## src/hdl/tbcr_pkg.sv

```systemverilog
// Package for the two-button chord router.
// Holds item types, event and action codes and the event-to-action map.
// No dependencies.
package tbcr_pkg;

  localparam int unsigned MaxActs = 4;
  localparam int unsigned CntW    = $clog2(MaxActs + 1);
  localparam int unsigned SlotW   = $clog2(MaxActs);

  localparam logic [15:0] WIN_RESET = 16'd300;

  localparam logic [3:0] EV_NONE             = 4'd0;
  localparam logic [3:0] EV_CLICK            = 4'd1;
  localparam logic [3:0] EV_DOUBLE           = 4'd2;
  localparam logic [3:0] EV_TRIPLE           = 4'd3;
  localparam logic [3:0] EV_HOLD_START       = 4'd4;
  localparam logic [3:0] EV_HOLD_END         = 4'd5;
  localparam logic [3:0] EV_CLICK_HOLD_START = 4'd6;
  localparam logic [3:0] EV_CLICK_HOLD_END   = 4'd7;
  localparam logic [3:0] EV_PAIRING          = 4'd8;

  localparam logic [1:0] LAMP_ONE   = 2'd0;
  localparam logic [1:0] LAMP_TWO   = 2'd1;
  localparam logic [1:0] LAMP_THREE = 2'd2;

  localparam logic [2:0] ACT_TOGGLE       = 3'd0;
  localparam logic [2:0] ACT_LEVEL_START  = 3'd1;
  localparam logic [2:0] ACT_LEVEL_STOP   = 3'd2;
  localparam logic [2:0] ACT_COLOUR_START = 3'd3;
  localparam logic [2:0] ACT_COLOUR_STOP  = 3'd4;
  localparam logic [2:0] ACT_EMPTY        = 3'd5;
  localparam logic [2:0] ACT_PAIRING      = 3'd6;

  typedef struct packed {
    logic [3:0]  button1_event;
    logic [3:0]  button2_event;
    logic [31:0] now_ms;
  } in_item_t;

  typedef struct packed {
    logic [1:0] target_lamp;
    logic [2:0] action;
    logic       last;
  } out_item_t;

  typedef struct packed {
    logic [1:0] lamp;
    logic [2:0] action;
  } act_slot_t;

  typedef struct packed {
    logic [CntW-1:0]           count;
    act_slot_t [MaxActs-1:0]   slots;
  } bundle_t;

  typedef struct packed {
    logic       vld;
    logic [2:0] code;
  } act_map_t;

  function automatic act_map_t action_of(logic [3:0] ev);
    act_map_t r;
    r.vld  = 1'b1;
    r.code = ACT_TOGGLE;
    case (ev)
      EV_CLICK:            r.code = ACT_TOGGLE;
      EV_DOUBLE:           r.code = ACT_EMPTY;
      EV_TRIPLE:           r.code = ACT_EMPTY;
      EV_HOLD_START:       r.code = ACT_LEVEL_START;
      EV_HOLD_END:         r.code = ACT_LEVEL_STOP;
      EV_CLICK_HOLD_START: r.code = ACT_COLOUR_START;
      EV_CLICK_HOLD_END:   r.code = ACT_COLOUR_STOP;
      EV_PAIRING:          r.code = ACT_PAIRING;
      default:             r.vld  = 1'b0;
    endcase
    return r;
  endfunction

  function automatic logic [3:0] clean_event(logic [3:0] ev);
    return (ev > EV_PAIRING) ? EV_NONE : ev;
  endfunction

endpackage

```

## src/hdl/tbcr_front.sv

```systemverilog
// Front end: accepts items, tracks pending events, window and chord hold.
// Emits at most one bundle of up to four actions per accepted item. Uses tbcr_pkg.
module tbcr_front import tbcr_pkg::*; (
  input  logic       clk_i,
  input  logic       rst_ni,
  input  logic       cfg_we_i,
  input  logic [15:0] cfg_wdata_i,
  input  logic       in_valid_i,
  output logic       in_stall_o,
  input  in_item_t   in_item_i,
  input  logic       q_full_i,
  output logic       q_push_o,
  output bundle_t    q_data_o
);

  logic [15:0] win_q;
  logic [3:0]  p1_q, p1_d, p2_q, p2_d;
  logic [31:0] ws_q, ws_d;
  logic        wo_q, wo_d, chord_q, chord_d;
  logic        accept;
  bundle_t     bund;

  function automatic bundle_t push_act(bundle_t b, logic [1:0] lamp, logic [3:0] ev);
    bundle_t  r;
    act_map_t m;
    r = b;
    m = action_of(ev);
    if (m.vld && (b.count < CntW'(MaxActs))) begin
      r.slots[b.count[SlotW-1:0]].lamp   = lamp;
      r.slots[b.count[SlotW-1:0]].action = m.code;
      r.count = b.count + CntW'(1);
    end
    return r;
  endfunction

  assign in_stall_o = q_full_i;
  assign accept     = in_valid_i && !q_full_i;

  always_comb begin
    logic [3:0]  e1, e2, fin, ev;
    logic [31:0] diff;
    e1 = clean_event(in_item_i.button1_event);
    e2 = clean_event(in_item_i.button2_event);
    fin = EV_NONE;
    ev  = EV_NONE;
    diff = '0;
    p1_d = p1_q;
    p2_d = p2_q;
    ws_d = ws_q;
    wo_d = wo_q;
    chord_d = chord_q;
    bund = '0;
    if (chord_q) begin
      if ((e1 == EV_HOLD_END || e1 == EV_CLICK_HOLD_END) && e1 == p1_d) begin
        fin  = e1;
        p1_d = EV_NONE;
      end
      if ((e2 == EV_HOLD_END || e2 == EV_CLICK_HOLD_END) && e2 == p2_d) begin
        fin  = e2;
        p2_d = EV_NONE;
      end
      if (p1_d == EV_NONE && p2_d == EV_NONE) begin
        bund = push_act(bund, LAMP_THREE, fin);
        ws_d = '0;
        wo_d = 1'b0;
        chord_d = 1'b0;
      end
    end else begin
      if (e1 != EV_NONE) begin
        if (!wo_d) begin
          wo_d = 1'b1;
          ws_d = in_item_i.now_ms;
        end
        if (p1_d != EV_NONE) bund = push_act(bund, LAMP_ONE, p1_d);
        p1_d = e1;
      end
      if (e2 != EV_NONE) begin
        if (!wo_d) begin
          wo_d = 1'b1;
          ws_d = in_item_i.now_ms;
        end
        if (p2_d != EV_NONE) bund = push_act(bund, LAMP_TWO, p2_d);
        p2_d = e2;
      end
      if (wo_d) begin
        diff = in_item_i.now_ms - ws_d;
        if (diff > {16'd0, win_q}) begin
          if (p1_d != EV_NONE) bund = push_act(bund, LAMP_ONE, p1_d);
          if (p2_d != EV_NONE) bund = push_act(bund, LAMP_TWO, p2_d);
          p1_d = EV_NONE;
          p2_d = EV_NONE;
          ws_d = '0;
          wo_d = 1'b0;
        end else if (p1_d != EV_NONE && p1_d == p2_d) begin
          ev = p1_d;
          bund = push_act(bund, LAMP_THREE, ev);
          p1_d = EV_NONE;
          p2_d = EV_NONE;
          ws_d = '0;
          wo_d = 1'b0;
          if (ev == EV_HOLD_START) begin
            chord_d = 1'b1;
            p1_d = EV_HOLD_END;
            p2_d = EV_HOLD_END;
          end else if (ev == EV_CLICK_HOLD_START) begin
            chord_d = 1'b1;
            p1_d = EV_CLICK_HOLD_END;
            p2_d = EV_CLICK_HOLD_END;
          end
        end
      end
    end
  end

  assign q_push_o = accept && (bund.count != '0);
  assign q_data_o = bund;

  always_ff @(posedge clk_i or negedge rst_ni) begin
    if (!rst_ni) begin
      win_q   <= WIN_RESET;
      p1_q    <= EV_NONE;
      p2_q    <= EV_NONE;
      ws_q    <= '0;
      wo_q    <= 1'b0;
      chord_q <= 1'b0;
    end else begin
      if (cfg_we_i) win_q <= cfg_wdata_i;
      if (accept) begin
        p1_q    <= p1_d;
        p2_q    <= p2_d;
        ws_q    <= ws_d;
        wo_q    <= wo_d;
        chord_q <= chord_d;
      end
    end
  end

endmodule

```

## src/hdl/tbcr_queue.sv

```systemverilog
// Two-entry bundle queue between front and back ends.
// Uses tbcr_pkg for the bundle type.
module tbcr_queue import tbcr_pkg::*; (
  input  logic    clk_i,
  input  logic    rst_ni,
  input  logic    push_i,
  input  bundle_t push_data_i,
  output logic    full_o,
  input  logic    pop_i,
  output logic    valid_o,
  output bundle_t data_o
);

  bundle_t    mem_q [2];
  logic       wr_q, rd_q;
  logic [1:0] cnt_q;

  assign full_o  = (cnt_q == 2'd2);
  assign valid_o = (cnt_q != 2'd0);
  assign data_o  = mem_q[rd_q];

  always_ff @(posedge clk_i) begin
    if (push_i) mem_q[wr_q] <= push_data_i;
  end

  always_ff @(posedge clk_i or negedge rst_ni) begin
    if (!rst_ni) begin
      wr_q  <= 1'b0;
      rd_q  <= 1'b0;
      cnt_q <= 2'd0;
    end else begin
      if (push_i) wr_q <= ~wr_q;
      if (pop_i)  rd_q <= ~rd_q;
      cnt_q <= cnt_q + 2'(push_i) - 2'(pop_i);
    end
  end

endmodule

```

## src/hdl/tbcr_back.sv

```systemverilog
// Back end: plays out each queued bundle as one action item per cycle unless stalled.
// Marks the final action of a bundle with last. Uses tbcr_pkg.
module tbcr_back import tbcr_pkg::*; (
  input  logic      clk_i,
  input  logic      rst_ni,
  input  logic      q_valid_i,
  input  bundle_t   q_data_i,
  output logic      q_pop_o,
  output logic      out_valid_o,
  input  logic      out_stall_i,
  output out_item_t out_item_o
);

  bundle_t          bund_q, bund_d;
  logic             busy_q, busy_d;
  logic [SlotW-1:0] idx_q, idx_d;
  logic             is_last, taken;

  assign is_last = (CntW'(idx_q) + CntW'(1)) == bund_q.count;
  assign taken   = busy_q && !out_stall_i;
  assign q_pop_o = q_valid_i && (!busy_q || (taken && is_last));

  assign out_valid_o            = busy_q;
  assign out_item_o.target_lamp = bund_q.slots[idx_q].lamp;
  assign out_item_o.action      = bund_q.slots[idx_q].action;
  assign out_item_o.last        = is_last;

  always_comb begin
    bund_d = bund_q;
    busy_d = busy_q;
    idx_d  = idx_q;
    if (q_pop_o) begin
      bund_d = q_data_i;
      busy_d = 1'b1;
      idx_d  = '0;
    end else if (taken) begin
      if (is_last) busy_d = 1'b0;
      else         idx_d  = idx_q + SlotW'(1);
    end
  end

  always_ff @(posedge clk_i) begin
    bund_q <= bund_d;
  end

  always_ff @(posedge clk_i or negedge rst_ni) begin
    if (!rst_ni) begin
      busy_q <= 1'b0;
      idx_q  <= '0;
    end else begin
      busy_q <= busy_d;
      idx_q  <= idx_d;
    end
  end

endmodule

```

## src/hdl/two_button_chord_router.sv

```systemverilog
// Two-button chord router: each bundle is registered in the queue, then in the back end.
// Throughput: one input item per cycle unless the queue is full; the output carries
// one action per cycle unless out_stall_i is high, and an item yields 0 to 4 actions.
// Bursts are absorbed by a two-bundle queue; the front stalls only when it is full.
// Reset (rst_ni, async low): no pending events, window closed, window length 300 ms.
module two_button_chord_router import tbcr_pkg::*; (
  input  logic       clk_i,
  input  logic       rst_ni,
  input  logic       cfg_we_i,
  input  logic [15:0] cfg_wdata_i,
  input  logic       in_valid_i,
  output logic       in_stall_o,
  input  in_item_t   in_item_i,
  output logic       out_valid_o,
  input  logic       out_stall_i,
  output out_item_t  out_item_o
);

  logic    q_full, q_push, q_pop, q_valid;
  bundle_t q_wdata, q_rdata;

  tbcr_front u_front (
    .clk_i       (clk_i),
    .rst_ni      (rst_ni),
    .cfg_we_i    (cfg_we_i),
    .cfg_wdata_i (cfg_wdata_i),
    .in_valid_i  (in_valid_i),
    .in_stall_o  (in_stall_o),
    .in_item_i   (in_item_i),
    .q_full_i    (q_full),
    .q_push_o    (q_push),
    .q_data_o    (q_wdata)
  );

  tbcr_queue u_queue (
    .clk_i       (clk_i),
    .rst_ni      (rst_ni),
    .push_i      (q_push),
    .push_data_i (q_wdata),
    .full_o      (q_full),
    .pop_i       (q_pop),
    .valid_o     (q_valid),
    .data_o      (q_rdata)
  );

  tbcr_back u_back (
    .clk_i       (clk_i),
    .rst_ni      (rst_ni),
    .q_valid_i   (q_valid),
    .q_data_i    (q_rdata),
    .q_pop_o     (q_pop),
    .out_valid_o (out_valid_o),
    .out_stall_i (out_stall_i),
    .out_item_o  (out_item_o)
  );

endmodule
```

## config.mk

```make
export PLATFORM = sky130hd
export DESIGN_NAME = two_button_chord_router
export DESIGN_NICKNAME = d
export VERILOG_FILES = /design/src/hdl/tbcr_pkg.sv /design/src/hdl/tbcr_front.sv /design/src/hdl/tbcr_queue.sv /design/src/hdl/tbcr_back.sv /design/src/hdl/two_button_chord_router.sv
export SDC_FILE = /design/constraint.sdc
export NUM_CORES = 1
export LEC_CHECK = 0
export ABC_CLOCK_PERIOD_IN_PS = 9700
export BUFFER_PORTS_ARGS = -buffer_cell sky130_fd_sc_hd__buf_4
export CORE_MARGIN = 2
export CORE_UTILIZATION = 46
export DETAILED_ROUTE_END_ITERATION = 7
export PLACE_DENSITY_LB_ADDON = 0.3
export RECOVER_POWER = 25
export SLEW_MARGIN = 20
export SYNTH_ARGS = -nofsm -noshare
export SYNTH_HDL_FRONTEND = slang
export SYNTH_SLANG_ARGS = --single-unit
```

## constraint.sdc

```tcl
create_clock -name clk_i -period 9.7 [get_ports clk_i]
set_input_delay 1.94 -clock clk_i [delete_from_list [all_inputs] [get_ports clk_i]]
set_output_delay 1.94 -clock clk_i [all_outputs]
set_load 0.02 [all_outputs]
```

**Word level (Yosys, flattened, before mapping)**

Memories as Yosys holds them, arrays and structs flattened. A register that Yosys moved wholly into a read port is not among the register bits.
Cells that the tools add are included.

- Add/subtract/negate cells: 8
- Magnitude comparators: 13
- Equal/unequal tests: 51
- Multiplexer cells: 148
- Bitwise logic cells: 2
- Reduce and logical (&&, ||, !) cells: 47

Operators by type and width:

| operator | count |
|---|---|
| $mux W23 | 20 |
| $mux W32 | 10 |
| $bwmux W20 | 8 |
| $eq A4 B3 Y1 const B | 24 |
| $pmux W3 S6 | 5 |
| $mux W4 | 22 |
| $demux W5 S2 | 6 |
| $mux W3 | 20 |
| $mux W1 | 48 |
| $eq A4 B2 Y1 const B | 10 |
| $reduce_or A8 Y1 | 5 |
| $gt A32 B16 Y1 | 1 |
| $sub A32 B32 Y32 | 1 |
| $mux W5 | 5 |
| $reduce_bool A4 Y1 | 6 |
| $eq A4 B1 Y1 const B | 5 |
| $eq A4 B4 Y1 const B | 5 |
| $logic_and A1 B1 Y1 | 16 |
| $eq A4 B4 Y1 | 3 |
| $lt A2 B3 Y1 const B | 4 |
| $bmux W5 S2 | 1 |
| $reduce_or A2 Y1 | 5 |
| $add A3 B1 Y3 const B | 3 |
| $lt A3 B3 Y1 const B | 3 |
| other kinds (17) | 33 |

- Register bits: 65
- Memory bits (writable): 46
- Input port bits: 61
- Output and inout port bits: 8
- Memories kept: 1

Memories:

| memory | depth | bits a word | read ports | clocked after memory_dff | wr ports | RTL line | text |
|---|---|---|---|---|---|---|---|
| u_queue.mem_q | 2 | 23 | 1 | 1 | 1 | tbcr_queue.sv:14 | `bundle_t mem_q [2];` |

**Longest topological paths before layout**

Gate-level depths: netlist of run 1.

- Word-level depth: 46
- Gate-level depth with buffers: 29
- Mapped depth without buffers: 28

**Hierarchy**

A second synthesis of run 1 with hierarchy kept.

- Cell total of the unflattened synthesis: 1,031
- Area, all modules: 9,838.2 um2

By module, submodules not included:

| module | instances | cells each | area an instance (um2) | sequential area each (um2) |
|---|---|---|---|---|
| tbcr_front | 1 | 887 | 6,775.2 | 1,456.4 |
| tbcr_queue | 1 | 87 | 1,961.9 | 1,481.4 |
| tbcr_back | 1 | 57 | 1,101.1 | 765.7 |

**Least setup slack after synthesis of run 1**

Ideal clock, no wire load.

- Path type: in2reg
- Start: input in_item_i[36] in the netlist's numbering
- End: memory u_queue.mem_q[0][0] in the netlist's numbering (enable)
- Library setup time: 0.439 ns
- Arrival: 8.845 ns
- Data required time: 9.261 ns
- Slack: 0.416 ns
- Stages on the path: 26
- Path through: nor3_2 > xor2_1 > a21oi_1 > clkbuf_1 > mux2i_1 > ha_1 > and2_4 > a221oi_2 > nand2_1 > and2_1 > o21a_1 > nor2_1 > xnor2_1 > ha_1 > nand2_1 > or4_1 > a21oi_1 > a2111oi_0 > a21oi_1 > nor2_1 > and4bb_1 > and3_1 > buf_6 > a31oi_1 > nand3_1 > a211oi_1

- Cells in the longest elaborated chain, start to end: 29
- Elaborated cells on any way between the ends: 94
- Those cells by class: add/sub: 4; order compare: 5; eq/ne: 20; mux: 50; reduce/logical: 15

Ends and longest elaborated chain:

| item | RTL line | text |
|---|---|---|
| start, declared | two_button_chord_router.sv:13 | `input in_item_t in_item_i,` |
| $gt A4 B4 Y1 | tbcr_pkg.sv:80 | `return (ev > EV_PAIRING) ? EV_NONE : ev;` |
| $mux W4 * | tbcr_pkg.sv:80 |  |
| $reduce_bool A4 Y1 | tbcr_front.sv:69 | `if (e1 != EV_NONE) begin` |
| $mux W23 / $mux W4 (equally long branches) | tbcr_front.sv:69 |  |
| $mux W23 / $mux W4 (equally long branches) | tbcr_front.sv:53 | `if (chord_q) begin` |
| $lt A3 B3 Y1, or another cell as far along | tbcr_front.sv:28 | `if (m.vld && (b.count < CntW'(MaxActs))) begin` |
| $logic_and A1 B1 Y1 / $reduce_or A8 Y1 (equally long branches) | - |  |
| $mux W23 / $mux W1 (equally long branches) | tbcr_front.sv:28, tbcr_pkg.sv:65 |  |
| [... 13 more ...] | - |  |
| $mux W23 | tbcr_front.sv:89 | `if (p2_d != EV_NONE) bund = push_act(bund, LAMP_TWO, p2_d);` |
| $mux W23 | tbcr_front.sv:87 | `if (diff > {16'd0, win_q}) begin` |
| $mux W23 | tbcr_front.sv:85 | `if (wo_d) begin` |
| $mux W23 * | tbcr_front.sv:53 |  |
| $reduce_bool A3 Y1 * | tbcr_front.sv:115 | `assign q_push_o = accept && (bund.count != '0);` |
| $logic_and A1 B1 Y1 * | tbcr_front.sv:115 |  |
| $mux W1 * | tbcr_queue.sv:23 | `if (push_i) mem_q[wr_q] <= push_data_i;` |
| $mux W1 (implied by the code) * | tbcr_queue.sv:23 |  |
| end, declared | tbcr_queue.sv:14 |  |

Mark *: on every way between the ends. The rest lies on a longest branch, timed or not. The select of a mux whose other input is x is not followed.

**Worst setup path after layout of run 1**

- Start: input in_item_i[36] in the netlist's numbering
- End: memory u_queue.mem_q[1][13] in the netlist's numbering (enable)

Same word-level chain as after synthesis.

==> results of run 1 <==
where the power goes:
part / internal, mW / total (mW) / switching (mW) / leakage (nW)
Clock: 0.396 / 0.691 / 0.295 / 0.309
Combinational: 0.390 / 0.952 / 0.562 / 2.77
Sequential: 0.740 / 0.819 / 0.0788 / 1.48
Total: 1.53 / 2.46 / 0.936 / 4.56
final cells by class:
type,instances,area [um2],area share (%)
clock buffer,17,425,3.84
sequential,134,3700,33.4
tap,275,344,3.10
clock inverter,15,201,1.82
timing repair buffer,76,559,5.04
inverter,35,131,1.18
multi-input combinational,837,5720,51.6
layer usage:
| layer | global-route usage (%) | routed length [um] |
|---|---|---|
| met5 | 0 | 0 |
| met4 | 7.55 | 497 |
| met3 | 4.94 | 1360 |
| met2 | 35.9 | 11100 |
| met1 | 30.4 | 11400 |
layout by cell type, fill, tap and decap left out, types with 8 or more instances in the layout:
master     instances
nand2_1          136
nor2_1            81
buf_4             73
edfxtp_1          69
dfrtp_1           61
a21oi_1           60
ha_1              60
o21ai_0           57
mux2i_1           45
o21ai_1           36
inv_1             35
mux2_2            25
nand3_1           25
nor3_1            24
xnor2_1           23
xor2_1            21
nor2b_1           19
clkbuf_16         17
o211ai_1          16
nand4_1           13
nand2b_1          11
or3_1             11
o22ai_1           11
a21o_1            10
and3_1             9
o21a_1             9
a21oi_2            8
a211oi_1           8
tightest hold or removal path, stage by stage (launching register included):
cell     delay [ps]
dfrtp_1         340
nand2_1          40
o21ai_0          70
cell families after synthesis:
| kind of cell | after synthesis |
|---|---|
| buffers and inverters | 84 |
| and+or+nand+nor | 368 |
| adders and majority gates | 64 |
| muxes | 77 |
| DFF | 134 |
| xor gates and xnor gates | 44 |
| AOI/OAI and AO/OA | 284 |
through the flow:
step	hold WS [ps]	total power, mW	worst slack [ps]	util, %	cells
global route	511	2.61	626	52.9	1389
finish	486	2.46	1160	52.9	1389
CTS	490	2.47	1240	53.0	1389
floorplan	449	1.52	416	-	1055
detailed placement	475	1.77	817	50.0	1357
global placement	464	1.75	1010	50.0	1357
worst max path at each step:
stage	slack [ps]	startpoint	depth (start not counted)	to
5_1_grt	630	in_item_i[32]	27	u_queue.mem_q[1][0]
3_5_place_dp	820	in_item_i[36]	27	u_queue.mem_q[1][11]
3_3_place_gp	1010	in_item_i[36]	27	u_queue.mem_q[0][1]
4_1_cts	1240	in_item_i[36]	27	u_queue.mem_q[1][0]
2_1_floorplan	420	in_item_i[36]	26	u_queue.mem_q[0][0]
6_report	1160	in_item_i[36]	27	u_queue.mem_q[1][13]
flip-flops by register name, summed over array words and instances (netlist names):
| signal | cells |
|---|---|
| u_queue.cnt_q | 2 |
| u_front.ws_q | 32 |
| u_front.p1_q | 4 |
| u_front.p2_q | 4 |
| u_queue.rd_q | 1 |
| u_queue.wr_q | 1 |
| u_back.bund_q | 23 |
| u_back.out_valid_o | 1 |
| u_front.chord_q | 1 |
| u_front.wo_q | 1 |
| u_queue.mem_q | 46 |
| u_back.idx_q | 2 |
| u_front.win_q | 16 |
==> summary.md, run 1 <==
| Metric | Value |
|---|---|
| Status | finished, violations left |
| Failing checks | capacitance limit, slew limit |
| Final Net Count | 1223 |
| Slew Limit Fails | 66 |
| RSZ-0062 raised after global routing | false |
| Max cap viols | 1 |
| H-tree levels | 4 |
| Initial Util | 46.6% |
| Worst rel slew slack | -139% |
| Distinct cells, synth | 86 |
| Period utilisation layout | 88.1% |
| Crit-path leading delay family | compound AO/OA/AOI/OAI gates |
| Crit Path Max Fanout | 23 |
| Top area cells in the synthesized netlist | edfxtp_1 21%, dfrtp_1 16%, ha_1 7.7%, nand2_1 5.2%, mux2i_1 4.6% |
| CP bufs+invs | 3 |
| Port bufs | 68 |
| CP arrival | 8650 ps |
| Post_cts resized | 0 |
| Netlist Area Pre-Place | 9760 um2 |
| Grt ovf | 0 |
| Syn Area/Cell | 9.25 um2 |
| CP Data Required Time | 9810 ps |
| Count of final setup violators | 0 |
| GRT Util Overall | 22.5% |
| Hold path depth | 2 |
| Worst-Skew Late Latency | 440 ps |
| Num CTS Buffers | 17 |
| Share of cells above drive strength 1 | 15.3% |
| Mapped Cells | 1055 |
| Peak supply drop | 0.135 mV |
| Gp weighted congestion | 0.925 |
| Synth cell count leaders | 136 x nand2_1, 81 x nor2_1, 69 x edfxtp_1, 61 x a21oi_1, 61 x dfrtp_1 |
| Initial antenna violation count | 0 |
| Post-synthesis sequential area ratio | 37.9% |
| DR vias | 8145 |
| CTS Root Cell | clkbuf_16 |
| Hold buffers post-CTS | 0 |
| CP Capture Type | flip-flop |
| Drt total wl | 24.4 mm |
| TritonRoute pass-1 iters | 6 |
| CTS tree | built |
| Area leader, netlist | edfxtp_1 |
| Clock skew | 11.7 ps |
| R2R Path Start | u_front.wo_q |
| ANT nets after route | 0 |
| Synth async-reset ratio | 48.5% |
| EDFF count, synth | 69 |
| Highest clock rate | 0.117 GHz |
| IO Count | 69 |
| Worst Setup Path Type | in -> reg |
| Least-Margin Pin Slew | 3580 ps |
| Final Hold Viols | 0 |
| Min Clock Period, post-route | 8540 ps |
| Leakage | 4.56 nW |
| Area Growth Syn to Fin | 13.6% |
| Iter 0 DRT Violations | 627 |
| Count leader, synth | nand2_1 |
| Vias per cell | 5.86 |
| Setup bufs post-CTS | 0 |
| Hold Path Sink | u_front.ws_q[20] |
| Ant. Diodes | 0 |
| Die height | 150 um |
| Design Area, Final | 11100 um2 |
| Synth Net Count | 1177 |
| Register bit total from synthesis | 134 |
| Ys flop type | edfxtp_1 |
| Vias in the first global route | 7737 |
| Clock Sinks | 134 |
| Worst Reg-to-Reg Cells | 24 |
| CP Launch Type | input pin |
| Ys Warns | 0 |
| Reg2reg end | u_queue.mem_q[1][13] |
| Drc violations | 0 |
| Simple-gate share of the synthesized area | 18.2% |
| Top-area cell type share of the netlist area | 21.2% |
| Die footprint | 22400 um2 |
| Hold Crit Class | reg -> reg |
| Area of the core | 21000 um2 |
| Row count | 53 |
| Worst path max stage delay | 640 ps |
| Compound-Gate Fraction of Synth Area | 19.2% |
| Pwr dens | 222 nW/um2 |
| Die width | 150 um |
| Worst path slowest cell | a21oi_4 |
| First-pass GRT wire length | 39.8 mm |
| Cell mode on critical path | a21oi_1 |
| Mux share of post-synthesis cell area | 8.92% |
| DP Area | 10500 um2 |
| Fill cell count | 1934 |
| Largest net degree at the start of global routing | 66 |
| Adder-cell area share of the yosys netlist | 8.20% |
| DR WL/cell | 17.6 um |
| Max clock buf depth | 2 |
| Placed wire-length estimate | 18.0 mm |
| Worst hold start | u_front.ws_q[20] |
| Register clock-pin slew on the reported worst setup and hold paths | 70 ps |
| Xor-xnor portion of the synthesized cell area | 3.95% |
| Largest family of logic cells by synthesized area | compound AO/OA/AOI/OAI gates |
| R2R setup slack | 2960 ps |
| Setup Total Neg Slack | 0 ps |
Note: power is estimated with default switching activity, not from simulation.
==> run 2: changes to the inputs <==
CTS_BUF_LIST = sky130_fd_sc_hd__clkbuf_16   (was not set)
REMOVE_ABC_BUFFERS = 1   (was not set)
==> summary.md, run 2 (synthesis results as in run 1) <==
| Metric | Value |
|---|---|
| Cell mode on critical path | a21oi_1 |
| Drt total wl | 24.4 mm (+0.30%) |
| Worst rel slew slack | -147% (-8.5 points) |
| Commonest non-fill, non-tap cell in the layout | nand2_1 |
| Largest net degree at the start of global routing | 66 (unchanged) |
| Initial Util | 46.6% (unchanged) |
| Die footprint | 22400 um2 (unchanged) |
| Crit-path leading delay family | compound AO/OA/AOI/OAI gates |
| GRT Util Overall | 22.4% (-0.12 points) |
| Num CTS Buffers | 17 (unchanged) |
| Top reg by flops | u_queue.mem_q |
| Failing checks | capacitance limit, slew limit |
| Worst-Skew Late Latency | 430 ps (about the same) |
| Area Growth Syn to Fin | 13.6% (about the same) |
| Worst path max stage delay | 630 ps (about the same) |
| Min Clock Period, post-route | 8540 ps (+2.33 ps) |
| Total power | 2.46 mW (about the same) |
| Largest regs | u_queue.mem_q: 46 flops, u_front.ws_q: 32 flops, u_back.bund_q: 23 flops |
| Grt ovf | 0 (unchanged) |
| Initial antenna violation count | 0 (unchanged) |
| Iter 0 DRT Violations | 701 (+12%) |
| Leakage | 4.56 nW (about the same) |
| Peak supply drop | 0.137 mV (+1.6%) |
| Gp weighted congestion | 0.936 (+1.2%) |
| Post_cts resized | 0 (unchanged) |
| Row count | 53 (unchanged) |
| Least-Margin Pin Slew | 3710 ps (+127 ps) |
| ANT nets after route | 0 (unchanged) |
| Drc violations | 0 (unchanged) |
| CP bufs+invs | 3 (unchanged) |
| Setup bufs post-CTS | 0 (unchanged) |
| Crit Path Max Fanout | 23 (unchanged) |
| Vias in the first global route | 7639 (-1.3%) |
| TritonRoute pass-1 iters | 5 (-1) |
| H-tree levels | 4 (unchanged) |
| Hold Crit Class | reg -> reg |
| RSZ-0062 raised after global routing | false |
| First-pass GRT wire length | 39.8 mm (unchanged) |
| Most frequent cells in the layout | 136 x nand2_1, 81 x nor2_1, 73 x buf_4, 69 x edfxtp_1, 61 x dfrtp_1 |
| Fin worst setup slack | 1160 ps (-2.33 ps) |
| Vias per cell | 5.84 (-0.45%) |
| IO Count | 69 (unchanged) |
| Port bufs | 68 (unchanged) |
| Die height | 150 um (unchanged) |
| Final Hold Viols | 0 (unchanged) |
| Clock skew | 15.0 ps (+3.27 ps) |
| Final Net Count | 1223 (unchanged) |
| Status | finished, violations left |
| Clock Sinks | 134 (unchanged) |
| Worst Setup Path Type | in -> reg |
| CTS tree | built |
| Pre-CTS WS | 823 ps (+5.86 ps) |
| Max cap viols | 1 (unchanged) |
| CP Data Required Time | 9790 ps (-20 ps) |
| Share of cells above drive strength 1 | 15.0% (-0.27 points) |
| Hold buffers post-CTS | 0 (unchanged) |
| Die width | 150 um (unchanged) |
| Worst path slowest cell | a21oi_4 |
| DR vias | 8108 (-0.45%) |
| Count of final setup violators | 0 (unchanged) |
| Period utilisation layout | 88.1% (about the same) |
| Area of the core | 21000 um2 (unchanged) |
| Fill cell count | 1940 (+0.31%) |
| Max clock buf depth | 2 (unchanged) |
| Highest clock rate | 0.117 GHz (about the same) |
| CP arrival | 8640 ps (about the same) |
| Ant. Diodes | 0 (unchanged) |
| Placed wire-length estimate | 18.1 mm (+0.49%) |
| CP Launch Type | input pin |
| CTS Root Cell | clkbuf_16 |
| DR WL/cell | 17.6 um (+0.30%) |
| CP Capture Type | flip-flop |
| Pwr dens | 222 nW/um2 (about the same) |
| Max reg flops | 46 (unchanged) |
| Register clock-pin slew on the reported worst setup and hold paths | 60 ps (about the same) |
| Slew Limit Fails | 66 (unchanged) |
## run 2: cell types whose count changed in the layout (fill, tap and decap cells not counted)
| cell | before | now |
|---|---|---|
| mux2_1 | 1 | 4 |
| clkinv_8 | 2 | 3 |
| mux2_2 | 25 | 22 |
| inv_6 | 6 | 5 |
| clkinvlp_4 | 0 | 1 |
| inv_8 | 5 | 4 |
## run 2: power by group
group | internal (mW) | switching [mW]
clock | 0.396 | 0.296
sequential | 0.740 | 0.0790
combinational | 0.388 | 0.562
total | 1.52 | 0.937
## run 2: worst min-delay path: cells and delay by family, from the launching register on
family / cells / cell delay, ps
AND/OR/NAND/NOR: 1 / 40
flip-flops: 1 / 340
AO/OA/AOI/OAI: 1 / 60
## run 2: metrics by stage
stage | utilization (%) | hold slack, ps | cell area [um2] | cells | TNS (ps)
after detailed placement | 50.0 | 476 | 10500 | 1357 | 0
after global routing | 52.9 | 512 | 11100 | 1389 | 0
final | 52.9 | 486 | 11100 | 1389 | 0
after CTS | 53.0 | 490 | 11100 | 1389 | 0
after global placement | 50.0 | 467 | 10500 | 1357 | 0
after floorplan | - | 449 | 9530 | 1006 | -65530
## run 2: cell type report
| cell class | count | area [um2] | share of cell area [%] |
|---|---|---|---|
| clock buffers | 17 | 425 | 3.84 |
| clock inverters | 15 | 205 | 1.85 |
| inverters | 35 | 131 | 1.18 |
| multi-input cells | 837 | 5720 | 51.6 |
| flip-flops and latches | 134 | 3700 | 33.4 |
| well taps | 275 | 344 | 3.10 |
| repair buffers | 76 | 559 | 5.04 |
## run 2: path summary, 6_finish.rpt
kind,startpoint,end,slack (ps),cells past startpoint
max reg2reg,u_front.wo_q,u_queue.mem_q[1][17],2970,24
max in group asynchronous,rst_ni,u_queue.cnt_q[1],4820,1
max,in_item_i[32],u_queue.mem_q[1][17],1160,27
min in group asynchronous,rst_ni,u_front.ws_q[15],2790,1
min,u_front.ws_q[16],u_front.ws_q[16],490,2
min reg2reg,u_front.ws_q[16],u_front.ws_q[16],490,2
## run 2: routing by layer
| layer | wire length (um) | vias to the layer above | global-route usage, % |
|---|---|---|---|
| li1 | - | 3978 | - |
| met2 | 11200 | 255 | 35.6 |
| met4 | 306 | 0 | 5.42 |
| met3 | 1220 | 21 | 3.54 |
| met1 | 11700 | 3854 | 32.1 |
| met5 | 0 | - | 0 |
